### config.mk
export PLATFORM = sky130hd
export DESIGN_NAME = ffst_slot
export DESIGN_NICKNAME = d
export VERILOG_FILES = /design/src/design/ffst_pkg.sv /design/src/design/ffst_slot.sv
export SDC_FILE = /design/constraint.sdc
export NUM_CORES = 1
export LEC_CHECK = 0
export BUFFER_PORTS_ARGS = -buffer_cell sky130_fd_sc_hd__buf_2
export CAP_MARGIN = 20
export CORE_ASPECT_RATIO = 0.6
export CORE_MARGIN = 2
export CORE_UTILIZATION = 30
export CTS_CLUSTER_DIAMETER = 200
export DETAILED_ROUTE_END_ITERATION = 12
export GPL_TIMING_DRIVEN = 0
export PLACE_DENSITY_LB_ADDON = 0.12
export SYNTH_ARGS = -nofsm -noshare
export SYNTH_HDL_FRONTEND = slang
export SYNTH_SLANG_ARGS = --single-unit
### constraint.sdc
create_clock -name clk -period 5.7 [get_ports clk]
set_clock_uncertainty 0.15 [all_clocks]
set_input_delay 1.71 -clock clk [delete_from_list [all_inputs] [get_ports clk]]
set_output_delay 1.71 -clock clk [all_outputs]
set_load 0.1 [all_outputs]
### src/design/ffst_pkg.sv
`default_nettype none

package ffst_pkg;

  // Fixed field widths of the request, response and configuration channels
  localparam int KIND_W       = 2;
  localparam int SLOT_INDEX_W = 6;
  localparam int VAL_W        = 32;
  localparam int STATUS_W     = 2;
  localparam int OCC_W        = 7;
  localparam int CAPACITY_W   = 7;

  // Defaults for the top-level parameters
  localparam int SLOTS_DEF      = 64;
  localparam int VALUE_BITS_DEF = 32;

  localparam logic [CAPACITY_W-1:0] CAPACITY_RESET = 7'd64;

  typedef enum logic [KIND_W-1:0] {
    KIND_ADD    = 2'd0,
    KIND_LOOKUP = 2'd1,
    KIND_DELETE = 2'd2,
    KIND_NOP    = 2'd3
  } kind_t;

  typedef enum logic [STATUS_W-1:0] {
    ST_OK        = 2'd0,
    ST_FULL      = 2'd1,
    ST_BAD_INDEX = 2'd2,
    ST_BAD_VALUE = 2'd3
  } status_t;

  // Control part of a request as it moves along the slot row
  typedef struct packed {
    kind_t                   kind;
    status_t                 status;
    logic                    inc;
    logic                    dec;
    logic [SLOT_INDEX_W-1:0] idx;
    logic [SLOT_INDEX_W-1:0] res_idx;
  } stage_t;

endpackage

`default_nettype wire

### src/design/ffst_slot.sv
`default_nettype none

module ffst_slot #(
  parameter int SLOT_NUM   = 0,
  parameter int VALUE_BITS = ffst_pkg::VALUE_BITS_DEF,
  parameter int CNT_W      = 7
) (
  input  wire logic                  clk,
  input  wire logic                  rst,
  input  wire logic                  adv,
  input  wire logic [CNT_W-1:0]      cap,
  input  wire logic                  in_valid,
  input  wire ffst_pkg::stage_t      in_ctl,
  input  wire logic [VALUE_BITS-1:0] in_val,
  input  wire logic [VALUE_BITS-1:0] in_res_val,
  output logic                       out_valid,
  output ffst_pkg::stage_t           out_ctl,
  output logic [VALUE_BITS-1:0]      out_val,
  output logic [VALUE_BITS-1:0]      out_res_val
);

  logic                  occ;
  logic [VALUE_BITS-1:0] slot_value;
  logic                  hit_add;
  logic                  hit_idx;
  logic                  clr;
  ffst_pkg::stage_t      ctl_next;
  logic [VALUE_BITS-1:0] res_val_next;

  // Claim this slot for a pending add, or serve a lookup or delete aimed here
  always_comb begin
    hit_add = in_valid && (in_ctl.kind == ffst_pkg::KIND_ADD)
              && (in_ctl.status == ffst_pkg::ST_FULL) && !occ && (SLOT_NUM < int'(cap));
    hit_idx = in_valid && ((in_ctl.kind == ffst_pkg::KIND_LOOKUP)
              || (in_ctl.kind == ffst_pkg::KIND_DELETE))
              && (in_ctl.status == ffst_pkg::ST_OK) && (int'(in_ctl.idx) == SLOT_NUM);
    clr = hit_idx && (in_ctl.kind == ffst_pkg::KIND_DELETE) && occ;
  end

  // Build the request handed to the next slot
  always_comb begin
    ctl_next     = in_ctl;
    res_val_next = in_res_val;
    if (hit_add) begin
      ctl_next.status  = ffst_pkg::ST_OK;
      ctl_next.res_idx = ffst_pkg::SLOT_INDEX_W'(SLOT_NUM);
      ctl_next.inc     = 1'b1;
    end
    if (hit_idx) begin
      res_val_next = occ ? slot_value : '0;
      ctl_next.dec = clr;
    end
  end

  // Slot occupancy and pipeline valid
  always_ff @(posedge clk) begin
    if (rst) begin
      occ       <= 1'b0;
      out_valid <= 1'b0;
    end else if (adv) begin
      out_valid <= in_valid;
      if (hit_add) begin
        occ <= 1'b1;
      end else if (clr) begin
        occ <= 1'b0;
      end
    end
  end

  // Slot value and request payload
  always_ff @(posedge clk) begin
    if (adv) begin
      if (hit_add) begin
        slot_value <= in_val;
      end
      out_ctl     <= ctl_next;
      out_val     <= in_val;
      out_res_val <= res_val_next;
    end
  end

endmodule

`default_nettype wire

# Word level (Yosys, flattened, before mapping)
# Index checks and enable logic that the tools add are counted.
# totals
regBits,116
latchBits,0
elab_cells,37
input_bits,93
mem_count,0
romBits,0
ramBits,0
output_inout_bits,83
# classes
multipliers,0
shifts,0
eq_ne,3
bitwise,0
n_div,0
muxes,5
n_addsub,0
n_reduce_logical,17
magnitude_cmp,1
# op_table
operator,count
$mux 32,2
$logic_and 1x1->1,9
$lt 1x7->1 const A,1
$logic_not 6->1,1
$eq 2x1->1 const B,2
$logic_not 2->1,2
$reduce_and 2->1,2
$mux 1,3
$eq 2x2->1 const B,1
$reduce_bool 2->1,1
$logic_not 1->1,1
$logic_or 1x1->1,1

# Longest topological paths before layout
# depth
word_depth,9
depth_mapped,6
depth_no_buf,5

# Worst setup path before layout
# Ideal clock, no wire load.
# synth_timing
kind,input -> register
start,input in_ctl[16] in the netlist's numbering
end,"register slot_value[0], enable pin"
setup_time_ns,0.421
t_required_ns,5.129
n_path_buf,0
t_arrival_ns,3.674
slack_ns,1.454
stages,5
cell_sequence,inv_1 > ha_1 > nand4b_1 > a211o_1 > nor2_1
# synth_between
elab_chain_len,6
# synth_rtl
item,line,text
from (decl),ffst_slot.sv:13,"input wire ffst_pkg::stage_t in_ctl,"
$logic_not 2->1,ffst_slot.sv:32,hit_add = in_valid && (in_ctl.kind == ffst_pkg::KIND_ADD)
$logic_and 1x1->1,ffst_slot.sv:32,
$logic_and 1x1->1 (3 in a row),ffst_slot.sv:33,&& (in_ctl.status == ffst_pkg::ST_FULL) && !occ && (SLOT_NUM < int'(cap));
$reduce_and 2->1 (no line),--,
to (signal assigned),ffst_slot.sv:74,slot_value <= in_val;
to (decl),ffst_slot.sv:23,logic [VALUE_BITS-1:0] slot_value;
# Every way passes these cells.
# A chain may end at the register's enable or synchronous reset.

# Worst setup path after layout
# layout_timing
start,input in_ctl[16] in the netlist's numbering
end,"register slot_value[8], enable pin"
# The elaborated chain is that of the path after synthesis.

==> flow_summary_export.csv <==
group,metric,value,unit
synth,synthCells,252,
routing,drc_errors,0,
clock_tree,htreeDepth,4,
floorplanning,rows,33,
sta,tightestPinTransition,0.515,ns
finish,syn_to_final_growth,41.3,%
critical_path,path_class,"in2reg",
finish,nFillCells,1333,
placed_design,gp_congestion,0.684,
synth,ys_seq_area_share,80.0,%
critical_path,rrSetupSlack,3.64,ns
outcome,status,"finished clean",
synth,synth_area_leaders,"edfxtp_1 79%, mux2i_1 7.9%, inv_1 3.1%",
critical_path,arrival,3.16,ns
placed_design,dpl_cell_area,5500,µm²
synth,netlist.area_leader.share,79.1,%
finish,final_cells,653,
critical_path,reg2reg_from,"occ$_SDFFE_PP0P_",
finish,antennaDiodeCount,0,
floorplanning,fp.dieW,159,µm
synth,async_flop_share,0,%
placed_design,dp_hpwl,6470,µm
synth,synthMuxAreaShare,7.86,%
grt,grt_max_degree,69,
critical_path,worstSetupStartpoint,"in_ctl[16]",
synth,yosysMostFrequentCell,"edfxtp_1",
finish,multi_input_area,686,µm²
synth,synth_top_flop_cell,"edfxtp_1",
finish,nNetsFinal,543,
critical_path,cpPeakStageDelay,0.39,ns
routing,ant_nets,0,
clock_tree,path_clk_slew,0.05,ns
routing,wl_per_cell,14.5,µm
critical_path,critPathCapture,"slot_value[8]$_DFFE_PP_",
sta,maxSlewHeadroom,65.7,%
floorplanning,dieArea,15400,µm²
sta,fmax,0.311,GHz
run,cap_viol_max_count,0,
clock_tree,cts.sinks,116,
critical_path,path_depth,7,
critical_path,cp_cell_sequence,"buf_2, inv_1, ha_1, nand4b_1, a211o_1, nor2_4, buf_12",
synth,synth_fp_nets,347,
finish,seqCellArea,3460,µm²
synth,synth_compound_area_share,0.405,%
synth,synth.cell_area,4330,µm²
pwr,power_density,422,nW/µm²
finish,final_area,6120,µm²
grt,antenna_found_initial,0,
critical_path,crit_slowest_cell,"a211o_1",
routing,vias,2623,
sta,rsz0062_at_grt,"no",
critical_path,critical_path.max_fanout,22,
clock_tree,cts_made_buffers,17,
synth,synth_common_cells,"114 x edfxtp_1, 36 x inv_1, 34 x mux2i_1",
clock_tree,cts_tree,"done",
floorplanning,pin_count,176,
grt,grt_pass1_wl,14800,µm
routing,drt_iter0_markers,79,
critical_path,cp-start-kind,"primary input",
critical_path,r2r_end,"slot_value[8]$_DFFE_PP_",
synth,synth_top_family_by_area,"multiplexers",
critical_path,cp.required,5.65,ns
grt,grt.total_usage,12.8,%
critical_path,crit_family,"simple AND/OR/NAND/NOR gates",
synth,synth-edff-count,114,
placed_design,place_inst,621,
grt,grt_pass1_vias,2839,
synth,synthAdderAreaFrac,0.578,%
floorplanning,coreArea,13900,µm²
synth,synth_seq_cells,116,
clock_tree,cts-hold-fix-buffers,0,
clock_tree,cts-root-buf,"clkbuf_16",
finish,layout-drive-gt1-share,46.4,%
synth,synth_largest_area_cell,"edfxtp_1",
placed_design,dp_slack,2.04,ns
clock_tree,cts.path.max_buffers,2,
synth,synth_cell_types,21,
critical_path,crit_buf_inv,3,
sta,hold_violations,0,
grt,grt-ovfl-total,0,
min_path,holdCritPathClass,"reg2reg",
critical_path,r2r_cells,4,
routing,firstDrtPassIters,4,
synth,yosys.area_share.simple,6.82,%
routing,routed_wl,9470,µm
critical_path,end_kind,"flop",
synth,synth.avg_cell_area,17.2,µm²
clock_tree,post_cts_resized,0,
routing,avgViaCountPerCell,4.02,
floorplanning,initial_core_util,31.2,%
sta,finalWorstSetupSlack,2.49,ns
pwr,peakVddDrop,0.169,mV
floorplanning,die_h,97.1,µm
placed_design,portBuffers,175,
clock_tree,cts_setup_buffers,0,
clock_tree,insertion_delay,0.40,ns
pwr,leakagePower,2.74,nW
sta,fin_crit_sh,56.4,%
sta,finalCriticalPeriod,3.21,ns
sta,drv_slew,0,
sta,setup_violations,0,
synth,synth-xor-area-share,0,%
synth,ys_warn_count,0,
## state kept, by name (all words and copies together) (netlist names)
register	flops
occ	1
out_ctl	18
out_res_val	32
out_val	32
out_valid	1
slot_value	32
## per-layer routing
layer | global-route usage [%] | part of all wire [%]
met5 | 0 | 0
met4 | 4.62 | 0.43
met3 | 7.17 | 11
met2 | 18.7 | 44
met1 | 15.8 | 45
## final cells by class
| cell class | count | share of cell area, % |
|---|---|---|
| sequential | 116 | 56.6 |
| timing repair buffer | 177 | 15.1 |
| multi-input combinational | 92 | 11.2 |
| clock buffer | 18 | 7.01 |
| tap | 192 | 3.93 |
| clock inverter | 14 | 3.05 |
| inverter | 36 | 2.21 |
| buffer | 8 | 0.859 |
## worst register-to-register path, stage by stage, from the launching register on
cell      delay, ns
dfxtp_1        0.29
clkbuf_1       0.23
a211o_1        0.48
nor2_4         0.37
buf_12         0.23
## worst min-delay path by stage
| stage | start | endpoint | depth (start not counted) |
|---|---|---|---|
| 2_1_floorplan | slot_value[10]$_DFFE_PP_ | out_res_val[10]$_DFFE_PP_ | 2 |
| 3_3_place_gp | out_valid$_SDFFE_PP0P_ | out_valid$_SDFFE_PP0P_ | 2 |
| 3_5_place_dp | out_valid$_SDFFE_PP0P_ | out_valid$_SDFFE_PP0P_ | 2 |
| 4_1_cts | out_valid$_SDFFE_PP0P_ | out_valid$_SDFFE_PP0P_ | 2 |
| 5_1_grt | out_valid$_SDFFE_PP0P_ | out_valid$_SDFFE_PP0P_ | 2 |
| 6_report | out_valid$_SDFFE_PP0P_ | out_valid$_SDFFE_PP0P_ | 2 |
## stage by stage
stage / hold slack [ns] / util [%] / power (W) / TNS (ns)
global route: 0.443 / 44.1 / 0.00268 / 0
floorplan: 0.413 / - / 0.00139 / 0
finish: 0.358 / 44.1 / 0.00258 / 0
detailed placement: 0.330 / 39.7 / 0.00149 / 0
CTS: 0.362 / 44.1 / 0.00262 / 0
global placement: 0.319 / 39.2 / 0.00149 / -17.55
## cells by family (layout without fill, tap and decap cells)
logic type,count (synthesis),in the layout
AOI/OAI and AO/OA,2,2
adders and majority gates,2,2
buffers and inverters,44,253
DFF,116,116
muxes,34,34
and+or+nand+nor,54,54
## power by group
part / internal, W / switching, W / total [W] / leakage (nW)
sequential: 0.000994 / 0.0000117 / 0.00101 / 1.11
clock: 0.000729 / 0.000381 / 0.00111 / 0.301
combinational: 0.0000658 / 0.000402 / 0.000468 / 1.33
## cells in the final DEF (no fill, tap or decap), drive strengths merged, types with 2 or more instances in the layout
| master | Yosys | layout |
|---|---|---|
| inv | 36 | 36 |
| nand2 | 33 | 33 |
| bufinv | 0 | 4 |
| clkbuf | 5 | 23 |
| clkinv | 0 | 9 |
| dfxtp | 2 | 2 |
| buf | 3 | 180 |
| mux2i | 34 | 34 |
| and2 | 8 | 8 |
| nor2 | 2 | 2 |
| edfxtp | 114 | 114 |
| nor4 | 2 | 2 |
| nand2b | 2 | 2 |
| nor2b | 2 | 2 |
| ha | 2 | 2 |
No activity file was read; power rests on OpenSTA's default activity.
